## src/hw/rtl/closest_pair_search_defines.svh

```systemverilog
// ----------------------------------------------------------------------------
// closest_pair_search_defines
// assertion macros shared by the closest pair search rtl
// ----------------------------------------------------------------------------
`ifndef CLOSEST_PAIR_SEARCH_DEFINES_SVH
`define CLOSEST_PAIR_SEARCH_DEFINES_SVH

// same-cycle implication, checked at every clock edge out of reset
`define CPS_ASSERT_NOW(label, ante, cons, msg) \
   label: assert property (@(posedge clock) disable iff (reset) (ante) |-> (cons)) \
      else $error(msg);

// next-cycle implication, checked at every clock edge out of reset
`define CPS_ASSERT_NEXT(label, ante, cons, msg) \
   label: assert property (@(posedge clock) disable iff (reset) (ante) |=> (cons)) \
      else $error(msg);

`endif

```

## src/hw/rtl/cps_pkg.sv

```systemverilog
`timescale 1ns / 1ps
// ----------------------------------------------------------------------------
// cps_pkg
// shared constants and command/status types of the closest pair search
// ----------------------------------------------------------------------------
package cps_pkg;

   // default sizing
   localparam int MAX_POINTS_DEF = 512;
   localparam int COORD_BITS_DEF = 17;

   // reset value of the limit register, 99999 squared
   localparam logic [63:0] LIMIT_RESET_SQ = 64'd9999800001;

   // commands from controller to datapath
   typedef struct packed {
      logic wr_en;        // store the incoming point
      logic search_init;  // load best with the limit, clear the pair
      logic issue;        // launch one pair into the distance pipeline
      logic emit;         // present the result this cycle
   } cps_cmd_type;

   // status from datapath to controller
   typedef struct packed {
      logic best_zero;    // best distance is zero, nothing can beat it
      logic pipe_busy;    // pairs still in flight
   } cps_status_type;

endpackage

```

## src/hw/rtl/cps_controller.sv

```systemverilog
`timescale 1ns / 1ps
// ----------------------------------------------------------------------------
// cps_controller
// point loading, pair scan sequencing and result timing
// ----------------------------------------------------------------------------
module cps_controller import cps_pkg::*; #(
   parameter int MAX_POINTS = MAX_POINTS_DEF,
   localparam int IDX_W = $clog2(MAX_POINTS),
   localparam int CNT_W = $clog2(MAX_POINTS + 1)
) (
   input  logic             clock,
   input  logic             reset,
   input  logic             start,
   input  logic             last_point,
   input  cps_status_type   status,
   output logic             busy,
   output cps_cmd_type      cmd,
   output logic [IDX_W-1:0] wr_addr,
   output logic [IDX_W-1:0] rd_i,
   output logic [IDX_W-1:0] rd_j
);

   localparam logic [1:0] S_IDLE  = 2'd0;
   localparam logic [1:0] S_SCAN  = 2'd1;
   localparam logic [1:0] S_DRAIN = 2'd2;
   localparam logic [1:0] S_DONE  = 2'd3;

   logic [1:0]       state_ff, state_in;
   logic [CNT_W-1:0] count_ff, count_in;
   logic [IDX_W-1:0] i_ff, i_in, j_ff, j_in;
   logic             accept;
   logic             has_room;
   logic [CNT_W-1:0] count_next;
   logic [CNT_W-1:0] j_plus1, i_plus2;

   assign accept     = start && (state_ff == S_IDLE);
   assign has_room   = (count_ff < CNT_W'(MAX_POINTS));
   assign count_next = has_room ? (count_ff + CNT_W'(1)) : count_ff;
   assign j_plus1    = CNT_W'(j_ff) + CNT_W'(1);
   assign i_plus2    = CNT_W'(i_ff) + CNT_W'(2);

   // next state and commands
   always_comb begin
      state_in         = state_ff;
      count_in         = count_ff;
      i_in             = i_ff;
      j_in             = j_ff;
      cmd.wr_en        = 1'b0;
      cmd.search_init  = 1'b0;
      cmd.issue        = 1'b0;
      cmd.emit         = 1'b0;
      unique case (state_ff)
         S_IDLE: begin
            if (accept) begin
               cmd.wr_en = has_room;
               count_in  = count_next;
               if (last_point) begin
                  cmd.search_init = 1'b1;
                  i_in            = '0;
                  j_in            = IDX_W'(1);
                  state_in        = (count_next >= CNT_W'(2)) ? S_SCAN : S_DRAIN;
               end
            end
         end
         S_SCAN: begin
            // a zero distance cannot be beaten, stop launching pairs
            if (status.best_zero) begin
               state_in = S_DRAIN;
            end else begin
               cmd.issue = 1'b1;
               if (j_plus1 == count_ff) begin
                  if (i_plus2 >= count_ff) begin
                     state_in = S_DRAIN;
                  end else begin
                     i_in = i_ff + IDX_W'(1);
                     j_in = i_plus2[IDX_W-1:0];
                  end
               end else begin
                  j_in = j_plus1[IDX_W-1:0];
               end
            end
         end
         S_DRAIN: begin
            if (!status.pipe_busy) begin
               state_in = S_DONE;
            end
         end
         S_DONE: begin
            cmd.emit = 1'b1;
            count_in = '0;
            state_in = S_IDLE;
         end
         default: begin
            state_in = S_IDLE;
         end
      endcase
   end

   // control registers
   always_ff @(posedge clock) begin
      if (reset) begin
         state_ff <= S_IDLE;
         count_ff <= '0;
         i_ff     <= '0;
         j_ff     <= '0;
      end else begin
         state_ff <= state_in;
         count_ff <= count_in;
         i_ff     <= i_in;
         j_ff     <= j_in;
      end
   end

   assign busy    = (state_ff != S_IDLE);
   assign wr_addr = count_ff[IDX_W-1:0];
   assign rd_i    = i_ff;
   assign rd_j    = j_ff;

endmodule

```

## config.mk

```make
export PLATFORM = sky130hd
export DESIGN_NAME = cps_controller
export DESIGN_NICKNAME = d
export VERILOG_FILES = /design/src/hw/rtl/closest_pair_search_defines.svh /design/src/hw/rtl/cps_pkg.sv /design/src/hw/rtl/cps_controller.sv
export SDC_FILE = /design/constraint.sdc
export NUM_CORES = 1
export LEC_CHECK = 0
export BUFFER_PORTS_ARGS = -buffer_cell sky130_fd_sc_hd__buf_2
export CAP_MARGIN = 15
export CELL_PAD_IN_SITES_DETAIL_PLACEMENT = 1
export CELL_PAD_IN_SITES_GLOBAL_PLACEMENT = 1
export CORE_MARGIN = 5
export CORE_UTILIZATION = 45
export CTS_CLUSTER_SIZE = 20
export DETAILED_ROUTE_END_ITERATION = 7
export PLACE_DENSITY = 0.84
export SETUP_SLACK_MARGIN = 0.3
export SLEW_MARGIN = 40
export SYNTH_ARGS = -nofsm -noshare
export SYNTH_HDL_FRONTEND = slang
export SYNTH_SLANG_ARGS = --single-unit
```

## constraint.sdc

```tcl
create_clock -name clock -period 4.8 [get_ports clock]
set_input_delay 0.96 -clock clock [delete_from_list [all_inputs] [get_ports clock]]
set_output_delay 0.96 -clock clock [all_outputs]
set_load 0.03 [all_outputs]
```

==> reports/qor.yml, run 1 <==
power_switching_mw: 0.530
pwr-share-seq_pct: 26.8
finalCritPeriodShare_pct: 76.3
netlist.area_leader.share_pct: 22.3
p_int_mw: 0.575
place.gp.congestion: 0.909
synth.avg_cell_area_um2: 7.52
cts_hold_buf: 0
ir_worst_vdd_mv: 0.279
postRouteAntennaNets: 0
synthToLayoutAreaGrowth_pct: 8.04
use_met2_pct: 38.6
wl_um: 8630
synth_most_common_cell: "dfxtp_1"
viasPerCell: 6.09
synth_sequential_area_ratio_pct: 22.3
wl_per_cell_um: 19.3
cts_tree: "yes"
critPathSlowestCell: "a2111oi_1"
r2r_end: "rd_i[3]"
crit_family: "compound AO/OA/AOI/OAI gates"
synth_flop_cell: "dfxtp_1"
syn_area_mm2: 0.00269
critPathBufInv: 0
grtUsageMet3_pct: 3.97
cts_buffer_depth: 2
worstPathCellList: "and2_1 > and3_1 > nand2_1 > xnor2_1 > ha_1 > a2111oi_1 > nand2_1 > o21ai_0 > a31o_2 > a21boi_2 > or4_1 > a21oi_1"
syn_inst: 358
ys_ff_latch: 30
grt_usage_pct: 23.1
synthTopCellsByArea: "dfxtp_1, ha_1, xnor2_1"
clkPwrFrac_pct: 20.2
leakage_nw: 1.12
layout_min_cycle_time_ns: 3.66
die_h_um: 87.3
maxCapViolCount: 0
cts_inserted_buffers: 5
worst_setup_path_endpoint: "rd_i[3]"
synth_largest_area_cell: "dfxtp_1"
powerDensity_mw_per_mm2: 380
power.switching_fraction_pct: 48.0
yosysUniqueCellTypes: 58
antenna_found_initial: 0
finalSetupViolCount: 0
fin_hold_ws_ns: 0.553
grt_max_degree: 22
initial_core_util_pct: 46.0
grt_pass1_wl_um: 14000
io_buffers: 37
synthArstFlopShare_pct: 0
yosys_warnings: 0
diodes: 0
post-cts-setup-buffer-count: 0
critPathMaxFanout: 13
ff2ff_path_depth: 12
dieWidth_um: 87.3
p_comb_share_pct: 52.9
max_slew.worst_pin.slew_ns: 0.781
dp_hpwl_um: 6280
clk_latency_ns: 0.29
dr.first_iter.drc_count: 182
die-area_mm2: 0.00763
grt_pass1_vias: 2728
rows: 28
synth_common_cells: "dfxtp_1, nor2_1, o21ai_0"
holdCritPathClass: "flip-flop to flip-flop"
htreeDepth: 2
clkSinkCount: 30
fin_total_pwr_mw: 1.11
synth_edf_count: 0
num_vias: 2721
cp-end-kind: "flip-flop"
overflow: 0
cp-startpoint: "rd_i[3]"
worstSetupPathType: "flip-flop to flip-flop"
clkTransAtPathRegs_ns: 0.07
drive_gt1_share_pct: 14.8
critPathRequiredTime_ns: 5.02
synth_nets: 383
fin_skew_ns: 0.00384
met1_usage_pct: 30.8
timing.rr.start: "rd_i[3]"
slew_headroom_pct: 47.9
crit_path_frequent_cell: "nand2_1"
cts_resized: 0
slowest_delay_ns: 0.70
finalSetupTns_ns: 0
finalHoldViolCount: 0
first_pass_iters: 4
outcome: "finished clean"
max_clock_freq_mhz: 273
finalMaxSlewViolations: 0
arrival_ns: 3.88
rrSetupSlack_ns: 1.14
ctsRootBufferMaster: "clkbuf_8"
io_pins: 38
drcViolationCount: 0
cp_num_cells: 12
final_net_count: 396
coreArea_mm2: 0.00585
rsz0062_at_grt: "no"
crit_path_start_kind: "flip-flop"
grt-busiest-layer: "met2"
[routing by layer]
metal / up-vias / routed length, um
met4: 0 / 90
met3: 10 / 340
met5: - / 0
met2: 56 / 4100
li1: 1324 / -
met1: 1331 / 4100
[state kept, by name, indices dropped and copies added, names as in the netlist]
name      cells
count_ff     10
rd_j          9
state_ff      2
rd_i          9
[how the worst min path moves through the flow]
stage | startpoint | endpoint | slack, ns | depth (start not counted)
floorplan | state_ff[1] | state_ff[1] | 0.51 | 2
global placement | rd_i[3] | rd_i[3] | 0.52 | 2
detailed placement | rd_i[4] | rd_i[4] | 0.54 | 2
CTS | rd_i[4] | rd_i[4] | 0.55 | 2
global route | rd_i[3] | rd_i[3] | 0.58 | 2
finish | rd_i[4] | rd_i[4] | 0.55 | 2
[power groups by stage]
stage               clock, mW  sequential (mW)  combinational (mW)
CTS                     0.227            0.297               0.579
global placement            0            0.301               0.563
finish                  0.224            0.297               0.585
detailed placement          0            0.303               0.576
global route            0.241            0.299               0.634
floorplan                   0            0.294               0.446
[metrics by stage]
stage	utilization (%)	setup WS (ns)	cells	cell area [um2]
6_report	49.7	1.14	447	2910
3_5_place_dp	48.1	1.16	439	2820
2_1_floorplan	-	1.59	358	2690
5_1_grt	49.7	0.841	447	2910
3_3_place_gp	48.1	1.41	439	2820
4_1_cts	49.7	1.11	447	2910
[logic make-up (layout without fill, tap and decap cells)]
group | Yosys count | in the layout | share of synthesized area (%)
AND/OR/NAND/NOR | 126 | 126 | 24.5
flip-flops | 30 | 30 | 22.3
adder cells (fa/ha/maj) | 19 | 19 | 8.83
XOR/XNOR | 24 | 24 | 7.81
AO/OA/AOI/OAI | 102 | 102 | 26.1
multiplexers | 3 | 3 | 1.12
buffers and inverters | 54 | 68 | 9.39
[layout by cell type, fill, tap and decap left out, types with 4 or more instances in the layout]
cell,Yosys,layout
xor2_1,8,8
nor2b_1,5,5
o21ai_0,23,23
a31oi_1,7,7
or3_1,4,4
o211ai_1,7,7
clkbuf_8,0,6
ha_1,19,19
nand4_1,7,7
a21oi_1,15,15
xnor2_1,16,16
and3_1,9,9
nor2_1,25,25
dfxtp_1,30,30
buf_2,7,37
nand3_1,21,21
or2_2,4,4
nand2_1,22,22
o21ai_1,4,4
o31ai_1,7,7
nor3_1,10,10
inv_1,20,20
[worst min-delay path, delay by kind of cell, from the launching register on]
| kind | cells | cell delay (ns) |
|---|---|---|
| flops | 1 | 0.35 |
| compound gates | 2 | 0.15 |
[final cells by class]
type	count	area [um2]
fillers	756	2940
multi-input cells	274	1840
flip-flops and latches	30	601
repair buffers	40	208
well taps	75	93.8
clock buffers	7	86.3
inverters	20	75.1
clock inverters	1	5.00
(Power assumes the default switching activity.)
==> run 2, diff against run 1 <==
--- a/config.mk
+++ b/config.mk
@@ -5,15 +5,16 @@
 export SDC_FILE = /design/constraint.sdc
 export NUM_CORES = 1
 export LEC_CHECK = 0
+export ABC_AREA = 1
 export BUFFER_PORTS_ARGS = -buffer_cell sky130_fd_sc_hd__buf_2
 export CAP_MARGIN = 15
 export CELL_PAD_IN_SITES_DETAIL_PLACEMENT = 1
 export CELL_PAD_IN_SITES_GLOBAL_PLACEMENT = 1
 export CORE_MARGIN = 5
-export CORE_UTILIZATION = 45
+export CORE_UTILIZATION = 40
 export CTS_CLUSTER_SIZE = 20
 export DETAILED_ROUTE_END_ITERATION = 7
-export PLACE_DENSITY = 0.84
+export PLACE_DENSITY = 0.79
 export SETUP_SLACK_MARGIN = 0.3
 export SLEW_MARGIN = 40
 export SYNTH_ARGS = -nofsm -noshare
==> constraint.sdc (replaced) <==
create_clock -name clock -period 3.55 [get_ports clock]
set_input_delay 0.71 -clock clock [delete_from_list [all_inputs] [get_ports clock]]
set_output_delay 0.71 -clock clock [all_outputs]
set_load 0.03 [all_outputs]
==> run 2 against run 1 <==
Effect of this change: maximum frequency increased by 26%; largest power group unchanged; core utilization fell by 4.3 points; synthesized cell count increased by 36%; register-to-register slack worse by 0.49 ns; critical path type unchanged; cell area is 11% higher; hold slack got worse by 0.069 ns; combinational power up 110%; worst setup slack worse by 0.49 ns.
==> reports/qor.yml, run 2 <==
drcViolationCount: 0
synthMuxAreaShare_pct: 0
powerDensity_mw_per_mm2: 612
leakage_nw: 1.63
clk_latency_ns: 0.28
regArea_um2: 604
grt_pass1_vias: 3174
initial_core_util_pct: 40.6
synth_common_cells: "nand2_1, inv_1, nor2_1"
layout_min_cycle_time_ns: 2.90
final_common_cell: "nand2_1"
clkTransAtPathRegs_ns: 0.06
synthArstFlopShare_pct: 0
finalSetupViolCount: 0
rows: 31
clkSinkCount: 30
diodes: 0
synth_compound_area_share_pct: 6.56
synth-xor-area-share_pct: 4.19
max_slew.worst_pin.slew_ns: 0.751
crit_path_start_kind: "flip-flop"
coreArea_mm2: 0.00714
dieWidth_um: 95.1
finalHoldViolCount: 0
slew_headroom_pct: 49.7
netlist.area_leader.share_pct: 20.7
multi_input_area_mm2: 0.00194
finalMaxSlewViolations: 0
ys_ff_latch: 30
fin_hold_ws_ns: 0.484
mostFrequentLayoutCells: "nand2_1, inv_1, nor2_1"
synthTopCellsByArea: "dfxtp_1, nand2_1, inv_1"
synthToLayoutAreaGrowth_pct: 11.7
synth_flop_cell: "dfxtp_1"
synth_sequential_area_ratio_pct: 20.7
max_clock_freq_mhz: 345
cts_inserted_buffers: 5
yosys_warnings: 0
syn_area_mm2: 0.00290
worst_setup_path_endpoint: "rd_j[2]"
dp_worst_setup_slack_ns: 0.380
outcome: "finished clean"
largest_reg_flops: 10
htreeDepth: 2
critPathSlowestCell: "dfxtp_1"
dp_hpwl_um: 7530
io_buffers: 37
num_vias: 3102
cts_tree: "yes"
nFillCells: 1075
ff2ff_path_depth: 19
setup_ws_ns: 0.652
fin_skew_ns: 0.00229
synth_edf_count: 0
first_pass_iters: 4
dp_cells: 607
finalSetupTns_ns: 0
place.gp.congestion: 0.900
worstSetupPathType: "flip-flop to flip-flop"
instances_no_fill: 616
timing.rr.start: "rd_i[4]"
cp_num_cells: 19
overflow: 0
regMostFlops: "count_ff"
rsz0062_at_grt: "no"
synth-simple-area-share_pct: 47.5
ctsRootBufferMaster: "clkbuf_8"
ir_worst_vdd_mv: 0.305
viasPerCell: 5.04
synth_nets: 511
cp-startpoint: "rd_i[4]"
synth_largest_area_cell: "dfxtp_1"
syn_inst: 486
finalCritPeriodShare_pct: 81.6
synth_top_family_by_area: "simple AND/OR/NAND/NOR gates"
grt_max_degree: 17
maxCapViolCount: 0
synth_most_common_cell: "nand2_1"
worstPathCellList: "inv_1 > nor2_1 > nand2_1 > nor2_1 > xor2_2 > inv_1 > ha_1 > nand2_1 > nor2_1 > nand3_1 > nand4_1 > nand2_1 > inv_1 > nand4_1 > nand2_2 > inv_1 > nand2_1 > inv_1 > nor2_1"
grt_pass1_wl_um: 15400
yosysUniqueCellTypes: 33
drive_gt1_share_pct: 15.7
slowest_delay_ns: 0.44
arrival_ns: 3.11
cp-end-kind: "flip-flop"
die-area_mm2: 0.00905
rrSetupSlack_ns: 0.65
synth.avg_cell_area_um2: 5.96
r2r_end: "rd_j[2]"
holdCritPathClass: "flip-flop to flip-flop"
wl_per_cell_um: 14.9
wl_um: 9180
crit_family: "simple AND/OR/NAND/NOR gates"
postRouteAntennaNets: 0
crit_path_frequent_cell: "inv_1"
synth_fa_ha_area_share_pct: 8.20
grt_usage_pct: 21.8
die_h_um: 95.1
io_pins: 38
antenna_found_initial: 0
critPathMaxFanout: 11
final_net_count: 543
dr.first_iter.drc_count: 92
critPathRequiredTime_ns: 3.77
critPathBufInv: 5
cts_buffer_depth: 2
-- run 2: cell types whose count changed in the layout (fill, tap and decap cells not counted), moves of 9 or more --
cell / before / now
and3_1: 9 / 0
o21ai_0: 23 / 6
nand2_1: 22 / 151
inv_1: 20 / 69
a21oi_1: 15 / 26
xnor2_1: 16 / 1
nand3_1: 21 / 47
nand2_2: 0 / 11
nor2_1: 25 / 55
-- run 2: worst min path at each step --
stage | from | endpoint | slack, ns | depth (start not counted)
after floorplan | count_ff[4] | count_ff[4] | 0.48 | 2
after global routing | rd_i[8] | rd_i[8] | 0.51 | 2
after detailed placement | rd_i[8] | rd_i[8] | 0.48 | 2
after CTS | rd_i[8] | rd_i[8] | 0.49 | 2
final | rd_i[8] | rd_i[8] | 0.48 | 2
after global placement | rd_i[8] | rd_i[8] | 0.46 | 2
-- run 2: metal layers --
metal,vias up,routed length [um],global-route usage [%]
li1,1574,-,-
met1,1436,3900,26.0
met2,72,4620,39.5
met3,20,438,3.63
met4,0,227,6.37
met5,-,0,0
-- run 2: power breakdown --
part | total (mW) | internal [mW] | switching (mW)
Combinational | 1.22 | 0.381 | 0.840
Clock | 0.278 | 0.149 | 0.128
Sequential | 0.482 | 0.391 | 0.0915
-- run 2: cell type report --
type,instances,share of cell area (%)
inverters,73,8.50
well taps,99,3.83
multi-input cells,367,59.8
flip-flops and latches,30,18.7
repair buffers,41,6.65
clock buffers,6,2.55
-- run 2: logic make-up after synthesis --
| kind of cell | after synthesis |
|---|---|
| adders and majority gates | 19 |
| buffers and inverters | 89 |
| DFF | 30 |
| and+or+nand+nor | 298 |
| AOI/OAI and AO/OA | 37 |
| xor gates and xnor gates | 13 |
-- run 2: metrics by stage --
| step | instance area (um2) | utilization (%) | total power, mW |
|---|---|---|---|
| after global routing | 3240 | 45.4 | 2.18 |
| after detailed placement | 3120 | 43.7 | 1.67 |
| after global placement | 3120 | 43.7 | 1.64 |
| after CTS | 3200 | 44.8 | 1.97 |
| after floorplan | 2900 | - | 1.37 |
| final | 3240 | 45.4 | 1.98 |
-- run 2: worst reg2reg max path, stage by stage (launching register included) --
cell and delay [ns]:
dfxtp_1 0.44, inv_1 0.09, nor2_1 0.15, nand2_1 0.09
nor2_1 0.16, xor2_2 0.21, inv_1 0.06, ha_1 0.27
nand2_1 0.06, nor2_1 0.16, nand3_1 0.09, nand4_1 0.12
nand2_1 0.06, inv_1 0.13, nand4_1 0.12, nand2_2 0.19
inv_1 0.18, nand2_1 0.10, inv_1 0.04, nor2_1 0.09
-- run 2: repair_timing --
action                                  4_1_cts  5_1_grt
resized for setup                             0        5
hold buffers                                  0        0
setup buffers                                 0        3
endpoints found under the setup margin        0       18
